==> src/hdl/kl_pkg.sv <==
// ----------------------------------------------------------------------------
// kl_pkg: shared types, constants and helpers of the keyword lexer
// Character classes, keyword matching, symbol decoding and token codes.
// ----------------------------------------------------------------------------
package kl_pkg;

    localparam int MAX_SOURCE = 65536;
    localparam int POS_W      = $clog2(MAX_SOURCE);
    localparam int KW_COUNT   = 3;

    localparam logic [15:0] LEN_MAX = 16'hFFFF;
    localparam logic [15:0] KW3_LEN = 16'd3;
    localparam logic [15:0] KW4_LEN = 16'd4;

    // Token type codes
    localparam logic [3:0] TOK_IDENT   = 4'd0;
    localparam logic [3:0] TOK_KEYWORD = 4'd1;
    localparam logic [3:0] TOK_NUMBER  = 4'd2;
    localparam logic [3:0] TOK_STRING  = 4'd3;
    localparam logic [3:0] TOK_EOF     = 4'd4;
    localparam logic [3:0] TOK_SEMI    = 4'd5;
    localparam logic [3:0] TOK_RPAREN  = 4'd6;
    localparam logic [3:0] TOK_LPAREN  = 4'd7;
    localparam logic [3:0] TOK_RBRACE  = 4'd8;
    localparam logic [3:0] TOK_LBRACE  = 4'd9;
    localparam logic [3:0] TOK_COMMA   = 4'd10;
    localparam logic [3:0] TOK_COLON   = 4'd11;

    // Characters of interest
    localparam logic [7:0] CH_SPACE   = 8'h20;
    localparam logic [7:0] CH_NEWLINE = 8'h0A;
    localparam logic [7:0] CH_QUOTE   = 8'h22;
    localparam logic [7:0] CH_SLASH   = 8'h2F;
    localparam logic [7:0] CH_UNDER   = 8'h5F;
    localparam logic [7:0] CH_SEMI    = 8'h3B;
    localparam logic [7:0] CH_RPAREN  = 8'h29;
    localparam logic [7:0] CH_LPAREN  = 8'h28;
    localparam logic [7:0] CH_RBRACE  = 8'h7D;
    localparam logic [7:0] CH_LBRACE  = 8'h7B;
    localparam logic [7:0] CH_COMMA   = 8'h2C;
    localparam logic [7:0] CH_COLON   = 8'h3A;

    typedef enum logic [2:0] {
        MODE_IDLE,
        MODE_IDENT,
        MODE_NUMBER,
        MODE_STRING,
        MODE_COMMENT,
        MODE_STOP
    } mode_t;

    typedef struct packed {
        logic [3:0]  token_type;
        logic [15:0] token_start;
        logic [15:0] token_length;
        logic        error;
        logic        last_in_run;
    } result_t;

    function automatic logic is_letter(input logic [7:0] c);
        return (c >= "a" && c <= "z") || (c >= "A" && c <= "Z") || c == CH_UNDER;
    endfunction

    function automatic logic is_digit(input logic [7:0] c);
        return c >= "0" && c <= "9";
    endfunction

    // Bit i is set when keyword i (set, put, tile) has character c at this offset.
    function automatic logic [KW_COUNT-1:0] kw_match(input logic [7:0] c,
                                                     input logic [15:0] offset);
        logic [KW_COUNT-1:0] m;
        m = '0;
        case (offset)
            16'd0: m = {c == "t", c == "p", c == "s"};
            16'd1: m = {c == "i", c == "u", c == "e"};
            16'd2: m = {c == "l", c == "t", c == "t"};
            16'd3: m = {c == "e", 1'b0, 1'b0};
            default: m = '0;
        endcase
        return m;
    endfunction

    function automatic logic [3:0] close_type(input mode_t mode,
                                              input logic [KW_COUNT-1:0] hits,
                                              input logic [15:0] len);
        logic kw;
        kw = (hits[0] && len == KW3_LEN) || (hits[1] && len == KW3_LEN) ||
             (hits[2] && len == KW4_LEN);
        if (mode == MODE_IDENT) begin
            return kw ? TOK_KEYWORD : TOK_IDENT;
        end
        return TOK_NUMBER;
    endfunction

    function automatic logic is_symbol(input logic [7:0] c);
        return c == CH_SEMI || c == CH_RPAREN || c == CH_LPAREN || c == CH_RBRACE ||
               c == CH_LBRACE || c == CH_COMMA || c == CH_COLON;
    endfunction

    function automatic logic [3:0] symbol_type(input logic [7:0] c);
        logic [3:0] t;
        case (c)
            CH_SEMI:   t = TOK_SEMI;
            CH_RPAREN: t = TOK_RPAREN;
            CH_LPAREN: t = TOK_LPAREN;
            CH_RBRACE: t = TOK_RBRACE;
            CH_LBRACE: t = TOK_LBRACE;
            CH_COMMA:  t = TOK_COMMA;
            CH_COLON:  t = TOK_COLON;
            default:   t = TOK_SEMI;
        endcase
        return t;
    endfunction

endpackage

==> src/hdl/keyword_lexer_core.sv <==
// ----------------------------------------------------------------------------
// keyword_lexer_core: streaming tokenizer for a small keyword language
// The first token of a request is on the m_ ports in the cycle after the
// request is accepted. Throughput: one character per cycle while m_ready is high
// and every character yields at most one token; a character that yields two or three
// tokens holds s_ready low until its tokens drain, one per cycle while m_ready is high.
// Reset (aresetn low, synchronous) clears the lexer state and the result queue.
// ----------------------------------------------------------------------------
module keyword_lexer_core (
    input  logic                   aclk,
    input  logic                   aresetn,
    input  logic                   s_valid,
    output logic                   s_ready,
    input  logic [7:0]             s_ch,
    input  logic                   s_last,
    output logic                   m_valid,
    input  logic                   m_ready,
    output logic [3:0]             m_token_type,
    output logic [15:0]            m_token_start,
    output logic [15:0]            m_token_length,
    output logic                   m_error,
    output logic                   m_last_in_run
);
    import kl_pkg::*;

    // Lexer state
    mode_t                 mode_reg, mode_next, mode_mid;
    logic [POS_W-1:0]      position_reg, position_next;
    logic [15:0]           run_start_reg, run_start_next, start_mid;
    logic [15:0]           run_len_reg, run_len_next, len_mid;
    logic [KW_COUNT-1:0]   hits_reg, hits_next, hits_mid;
    logic                  slash_pending_reg, slash_pending_next, slash_mid;

    // Result queue: slot 0 drives the output ports
    result_t               slot_reg [3];
    result_t               slot_next [3];
    logic [1:0]            count_reg, count_next;

    logic                  accept, take;
    logic                  letter, digit, quote, slash, newline;
    logic                  stopped, close1, str_ok, str_err;
    logic                  idle_handle, comment_start, idle_proc;
    logic [15:0]           grown_len, pos16;
    result_t               cand [4];
    logic [3:0]            cand_v;
    result_t               new_slot [3];
    logic [2:0]            new_count;
    logic                  new_error;

    assign accept  = s_valid && s_ready;
    assign take    = m_valid && m_ready;
    assign s_ready = (count_reg == 2'd0) || (count_reg == 2'd1 && m_ready);
    assign pos16   = 16'(position_reg);

    // Character classes and the events of this character
    always_comb begin
        letter        = is_letter(s_ch);
        digit         = is_digit(s_ch);
        quote         = s_ch == CH_QUOTE;
        slash         = s_ch == CH_SLASH;
        newline       = s_ch == CH_NEWLINE;
        stopped       = mode_reg == MODE_STOP;
        close1        = (mode_reg == MODE_IDENT && !letter) ||
                        (mode_reg == MODE_NUMBER && !digit);
        str_ok        = mode_reg == MODE_STRING && quote;
        str_err       = mode_reg == MODE_STRING && !quote && (newline || s_last);
        // A closed run hands its terminating character to the idle handling.
        idle_handle   = mode_reg == MODE_IDLE || close1;
        comment_start = idle_handle && slash_pending_reg && slash;
        idle_proc     = idle_handle && !comment_start;
        grown_len     = (run_len_reg == LEN_MAX) ? run_len_reg : run_len_reg + 16'd1;
    end

    // Next state
    always_comb begin
        mode_mid  = mode_reg;
        start_mid = run_start_reg;
        len_mid   = run_len_reg;
        hits_mid  = hits_reg;
        slash_mid = slash_pending_reg;

        unique case (mode_reg)
            MODE_IDENT: begin
                if (letter) begin
                    hits_mid = hits_reg & kw_match(s_ch, run_len_reg);
                    len_mid  = grown_len;
                end else begin
                    mode_mid = MODE_IDLE;
                end
            end
            MODE_NUMBER: begin
                if (digit) begin
                    len_mid = grown_len;
                end else begin
                    mode_mid = MODE_IDLE;
                end
            end
            MODE_STRING: begin
                len_mid = grown_len;
                if (quote) begin
                    mode_mid = MODE_IDLE;
                end else if (newline || s_last) begin
                    mode_mid = MODE_STOP;
                end
            end
            MODE_COMMENT: begin
                if (newline) begin
                    mode_mid = MODE_IDLE;
                end
            end
            MODE_IDLE, MODE_STOP: begin
            end
            default: begin
            end
        endcase

        if (idle_handle) begin
            slash_mid = 1'b0;
        end
        if (comment_start) begin
            mode_mid = MODE_COMMENT;
        end
        if (idle_proc) begin
            if (slash) begin
                slash_mid = 1'b1;
            end else if (letter) begin
                mode_mid  = MODE_IDENT;
                start_mid = pos16;
                len_mid   = 16'd1;
                hits_mid  = kw_match(s_ch, 16'd0);
            end else if (digit) begin
                mode_mid  = MODE_NUMBER;
                start_mid = pos16;
                len_mid   = 16'd1;
            end else if (quote) begin
                start_mid = pos16;
                len_mid   = 16'd1;
                mode_mid  = s_last ? MODE_STOP : MODE_STRING;
            end
        end

        mode_next          = mode_mid;
        run_start_next     = start_mid;
        run_len_next       = len_mid;
        hits_next          = hits_mid;
        slash_pending_next = slash_mid;
        position_next      = (position_reg == POS_W'(MAX_SOURCE - 1)) ? '0
                                                                      : position_reg + 1'b1;
        if (stopped) begin
            mode_next          = mode_reg;
            run_start_next     = run_start_reg;
            run_len_next       = run_len_reg;
            hits_next          = hits_reg;
            slash_pending_next = slash_pending_reg;
            position_next      = position_reg;
        end
        // The end of source returns the lexer state to its reset value.
        if (s_last) begin
            mode_next          = MODE_IDLE;
            run_start_next     = '0;
            run_len_next       = '0;
            hits_next          = '1;
            slash_pending_next = 1'b0;
            position_next      = '0;
        end
    end

    // Tokens caused by this character, in emission order
    always_comb begin
        cand_v[0] = close1 || str_ok || str_err;
        cand[0]   = '0;
        if (close1) begin
            cand[0].token_type   = close_type(mode_reg, hits_reg, run_len_reg);
            cand[0].token_start  = run_start_reg;
            cand[0].token_length = run_len_reg;
        end else begin
            cand[0].token_type   = TOK_STRING;
            cand[0].token_start  = run_start_reg;
            cand[0].token_length = grown_len;
            cand[0].error        = str_err;
        end

        cand_v[1] = idle_proc && !slash && !letter && !digit &&
                    ((quote && s_last) || is_symbol(s_ch));
        cand[1]   = '0;
        cand[1].token_start  = pos16;
        cand[1].token_length = 16'd1;
        if (quote) begin
            cand[1].token_type = TOK_STRING;
            cand[1].error      = 1'b1;
        end else begin
            cand[1].token_type = symbol_type(s_ch);
        end

        cand_v[2] = s_last && !stopped && (mode_mid == MODE_IDENT || mode_mid == MODE_NUMBER);
        cand[2]   = '0;
        cand[2].token_type   = close_type(mode_mid, hits_mid, len_mid);
        cand[2].token_start  = start_mid;
        cand[2].token_length = len_mid;

        cand_v[3] = s_last && !stopped && mode_mid != MODE_STOP;
        cand[3]   = '0;
        cand[3].token_type = TOK_EOF;
    end

    // Pack the valid candidates into the front of a three-entry list.
    always_comb begin
        new_count = 3'd0;
        new_error = 1'b0;
        for (int i = 0; i < 3; i++) begin
            new_slot[i] = '0;
        end
        for (int i = 0; i < 4; i++) begin
            if (cand_v[i] && new_count < 3'd3) begin
                new_slot[new_count[1:0]] = cand[i];
                new_error                = new_error | cand[i].error;
                new_count                = new_count + 3'd1;
            end
        end
        if (new_count != 3'd0) begin
            new_slot[2'(new_count - 3'd1)].last_in_run = 1'b1;
        end
    end

    // Result queue update
    always_comb begin
        count_next = count_reg;
        for (int i = 0; i < 3; i++) begin
            slot_next[i] = slot_reg[i];
        end
        if (accept) begin
            count_next = new_count[1:0];
            for (int i = 0; i < 3; i++) begin
                slot_next[i] = new_slot[i];
            end
        end else if (take) begin
            count_next   = count_reg - 2'd1;
            slot_next[0] = slot_reg[1];
            slot_next[1] = slot_reg[2];
        end
    end

    always_ff @(posedge aclk) begin
        if (!aresetn) begin
            mode_reg          <= MODE_IDLE;
            position_reg      <= '0;
            run_start_reg     <= '0;
            run_len_reg       <= '0;
            hits_reg          <= '1;
            slash_pending_reg <= 1'b0;
            count_reg         <= 2'd0;
        end else begin
            if (accept) begin
                mode_reg          <= mode_next;
                position_reg      <= position_next;
                run_start_reg     <= run_start_next;
                run_len_reg       <= run_len_next;
                hits_reg          <= hits_next;
                slash_pending_reg <= slash_pending_next;
            end
            count_reg <= count_next;
        end
    end

    always_ff @(posedge aclk) begin
        for (int i = 0; i < 3; i++) begin
            slot_reg[i] <= slot_next[i];
        end
    end

    assign m_valid        = count_reg != 2'd0;
    assign m_token_type   = slot_reg[0].token_type;
    assign m_token_start  = slot_reg[0].token_start;
    assign m_token_length = slot_reg[0].token_length;
    assign m_error        = slot_reg[0].error;
    assign m_last_in_run  = slot_reg[0].last_in_run;

    // A stopped lexer produces no tokens.
    assert property (@(posedge aclk) disable iff (!aresetn)
        (accept && mode_reg == MODE_STOP) |=> count_reg == 2'd0)
        else $error("stopped lexer produced a token");

    // The end of source always yields at least one token unless already stopped.
    assert property (@(posedge aclk) disable iff (!aresetn)
        (accept && s_last && mode_reg != MODE_STOP) |=> count_reg != 2'd0)
        else $error("end of source gave no token");

    // An unterminated string in the middle of a source stops the lexer.
    assert property (@(posedge aclk) disable iff (!aresetn)
        (accept && new_error && !s_last) |=> mode_reg == MODE_STOP)
        else $error("string error did not stop the lexer");

    // The end of source re-arms the lexer.
    assert property (@(posedge aclk) disable iff (!aresetn)
        (accept && s_last) |=> (mode_reg == MODE_IDLE && position_reg == '0 &&
                                !slash_pending_reg))
        else $error("lexer not re-armed after end of source");

endmodule

==> config.mk <==
export PLATFORM = sky130hd
export DESIGN_NAME = keyword_lexer_core
export DESIGN_NICKNAME = d
export VERILOG_FILES = /design/src/hdl/kl_pkg.sv /design/src/hdl/keyword_lexer_core.sv
export SDC_FILE = /design/constraint.sdc
export NUM_CORES = 1
export LEC_CHECK = 0
export BUFFER_PORTS_ARGS = -buffer_cell sky130_fd_sc_hd__buf_2
export CAP_MARGIN = 10
export CORE_MARGIN = 2
export CORE_UTILIZATION = 45
export DETAILED_ROUTE_END_ITERATION = 8
export PLACE_DENSITY_LB_ADDON = 0.25
export REMOVE_ABC_BUFFERS = 1
export SYNTH_ARGS = -nofsm -noshare
export SYNTH_HDL_FRONTEND = slang
export SYNTH_SLANG_ARGS = --single-unit
==> constraint.sdc <==
create_clock -name aclk -period 13.9 [get_ports aclk]
set_clock_uncertainty 0.05 [all_clocks]
set_input_delay 0.695 -clock aclk [delete_from_list [all_inputs] [get_ports aclk]]
set_output_delay 0.695 -clock aclk [all_outputs]
set_load 0.02 [all_outputs]
==> flow_summary.yaml <==
placement:
  dp.cells: 1255
  postPlaceCellArea_um2: 9930
  port_buffers: 52
  hpwl_um: 16700
  gp_congestion: 0.940
synthesis:
  synth.avg_cell_area_um2: 9.52
  synth_top_area_share_pct: 34.4
  ys_types: 85
  yosysWarnings: 0
  async_flop_share_pct: 0
  synth.yosys.seq_area_share_pct: 46.1
  postSynthCellCount: 1027
  synth_seq_cells: 169
  synth_area_leaders: "edfxtp_1 34%, dfxtp_1 12%, nor2_1 4.1%, nand2_1 4.0%, a221o_1 3.4%"
  synth-edff-count: 112
  synth_ff_type: "edfxtp_1"
  netlist_area_um2: 9780
  yosys.area.top_type: "edfxtp_1"
floorplanning:
  start_util_pct: 46.2
  io_pins: 53
  dieHeight_um: 151
  dieArea_um2: 22900
  std_cell_rows: 53
  dieWidth_um: 151
  coreArea_um2: 21200
setup_path:
  end_kind: "register"
  crit_path_cell_trace: "or3b_2, or4_1, o211a_1, nand2_1, clkinv_1, ha_1, nand2_1, a211oi_4, o21ba_2, inv_1, ha_1, a31o_4, nor4_4, a221o_1"
  worst-setup-path-type: "reg2reg"
  required_ns: 14.15
  critical_path.max_stage_delay_ns: 0.84
  crit_family: "simple AND/OR/NAND/NOR gates"
  critPathSlowestCell: "nor4_4"
  cp_max_fo: 18
  critPathLaunchType: "register"
  cp_num_cells: 14
  ff2ff_path_depth: 14
  arrival_ns: 5.83
  path_buf_inv: 2
sta:
  rsz0062_at_grt: "false"
  timing.hold.ws_ns: 0.438
  setup_viol: 0
  min_period_over_period_pct: 40.1
  tightestPinTransition_ns: 1.04
  final_hold_viol_count: 0
  tns_ns: 0
  max_freq_mhz: 179
  fin_crit_ns: 5.58
  maxSlewViolCount: 0
  max-slew-margin-rel_pct: 30.6
cts:
  cts_max_path_buffers: 2
  hold_buffers: 0
  clock_latency_ns: 0.44
  cts_tree: "yes"
  cts.repair.resized: 0
  clkSinkCount: 169
  path_clk_slew_ns: 0.07
  cts_made_buffers: 17
  cts_root_buf: "clkbuf_16"
  htreeDepth: 4
  postCtsSetupBuffers: 0
drt:
  num_vias: 7885
  routed_via_density: 6.13
  wl_per_cell_um: 20.3
  wirelength_um: 26100
  drc: 0
  drtAntennaViolNets: 0
  first_pass_iters: 6
  first_iter_violations: 820
global_routing:
  grt_pass1_vias: 7249
  antenna_found_initial: 0
  grt_pass1_wl_um: 41100
  grt_max_degree: 83
  gr-usage-all-layers_pct: 23.4
  grt-ovfl-total: 0
pwr:
  design_power_total_mw: 1.43
  power_density_nw_per_um2: 137
  switching_power_mw: 0.450
  p_int_mw: 0.985
  power_leakage_nw: 3.60
  power.share.clock_pct: 32.0
  seq_power_share_pct: 46.5
  ir_drop_v: 0.000121
  power_frac_comb_pct: 21.5
  swShare_pct: 31.4
hold_path:
  hold_path_depth: 2
  hp-class: "reg2reg"
cells_and_area:
  syn_to_final_growth_pct: 7.24
  n_antenna_cell: 0
  fin_nets: 1027
  drive_above_1_share_pct: 12.8
  largest_reg_flops: 112
  final_cells: 1287
  fillers: 1982
  final_area_um2: 10500
run_status:
  status: "finished clean"
flow_run:
  maxCapViolCount: 0
[metal layers]
| layer | wire length (um) | global-route usage, % | vias up |
|---|---|---|---|
| li1 | - | - | 3743 |
| met1 | 11900 | 33.3 | 3815 |
| met2 | 12200 | 36.8 | 294 |
| met3 | 1580 | 4.07 | 33 |
| met4 | 401 | 6.54 | 0 |
| met5 | 0 | 0 | - |
[power by group through the flow]
stage	sequential (mW)	combinational [mW]	clock (mW)
6_report	0.667	0.308	0.460
2_1_floorplan	0.715	0.155	0
4_1_cts	0.668	0.308	0.463
3_3_place_gp	0.676	0.303	0
5_1_grt	0.675	0.334	0.484
3_5_place_dp	0.678	0.307	0
[cells in the final DEF, fill, tap and decap left out, types with 13 or more instances in the layout]
cell type	n
nand4_1	19
dfxtp_1	57
inv_1	20
nand3_1	25
xor2_1	17
a22oi_1	34
a221o_1	33
ha_1	14
nor3_1	34
clkbuf_16	17
and2_1	37
xnor2_1	16
buf_2	52
nand2_1	103
edfxtp_1	112
nor2_1	105
buf_4	13
a22o_1	24
a21oi_1	62
o21ai_0	31
[final timing paths]
path / startpoint / endpoint / slack [ns]
setup reg to reg: mode_reg[0]$_SDFFE_PN0P_ / slot_reg[0][64]$_DFFE_PP_ / 8.32
hold reg to reg: slash_pending_reg$_SDFFE_PN0P_ / slash_pending_reg$_SDFFE_PN0P_ / 0.44
hold / removal: slash_pending_reg$_SDFFE_PN0P_ / slash_pending_reg$_SDFFE_PN0P_ / 0.44
setup / recovery: mode_reg[0]$_SDFFE_PN0P_ / slot_reg[0][64]$_DFFE_PP_ / 8.32
[Yosys cell counts, types with 8 or more instances]
master / instances
a21oi_1: 62
a221o_1: 33
a22o_1: 24
a22oi_1: 34
and2_1: 37
and3_1: 12
buf_2: 12
buf_4: 36
clkbuf_1: 59
dfxtp_1: 57
edfxtp_1: 112
ha_1: 14
inv_1: 21
mux2i_1: 8
nand2_1: 104
nand3_1: 25
nand4_1: 19
nor2_1: 106
nor2b_1: 10
nor3_1: 34
nor4_1: 12
o21ai_0: 32
o31ai_1: 9
xnor2_1: 16
xor2_1: 17
[cells by family (layout without fill, tap and decap cells)]
kind of cell | count (synthesis) | count (layout) | share of synthesized area (%)
buffers and inverters | 136 | 121 | 6.91
adders and majority gates | 15 | 15 | 2.00
DFF | 169 | 169 | 46.1
and+or+nand+nor | 398 | 398 | 20.7
muxes | 12 | 12 | 1.28
xor gates and xnor gates | 33 | 33 | 2.96
AOI/OAI and AO/OA | 264 | 264 | 20.1
[cell type report]
cell class | instances | area [um2] | area share (%)
clock buffers | 21 | 470 | 4.49
clock inverters | 11 | 87.6 | 0.835
inverters | 24 | 90.1 | 0.859
multi-input cells | 722 | 4630 | 44.2
flip-flops and latches | 169 | 4500 | 43.0
well taps | 275 | 344 | 3.28
repair buffers | 65 | 358 | 3.41
[worst register-to-register path, delay by kind of cell, from the launching register on]
family,cells,cell delay [ns]
buffers and inverters,2,0.68
DFF,1,0.52
adders and majority gates,2,0.68
AOI/OAI and AO/OA,5,1.19
and+or+nand+nor,5,2.31
[through the flow]
step / setup WS, ns / util [%]
global placement: 8.20 / 46.9
floorplan: 8.05 / -
finish: 8.32 / 49.6
global route: 8.09 / 49.6
CTS: 8.38 / 49.6
detailed placement: 8.04 / 46.9
(Power assumes the default switching activity.)
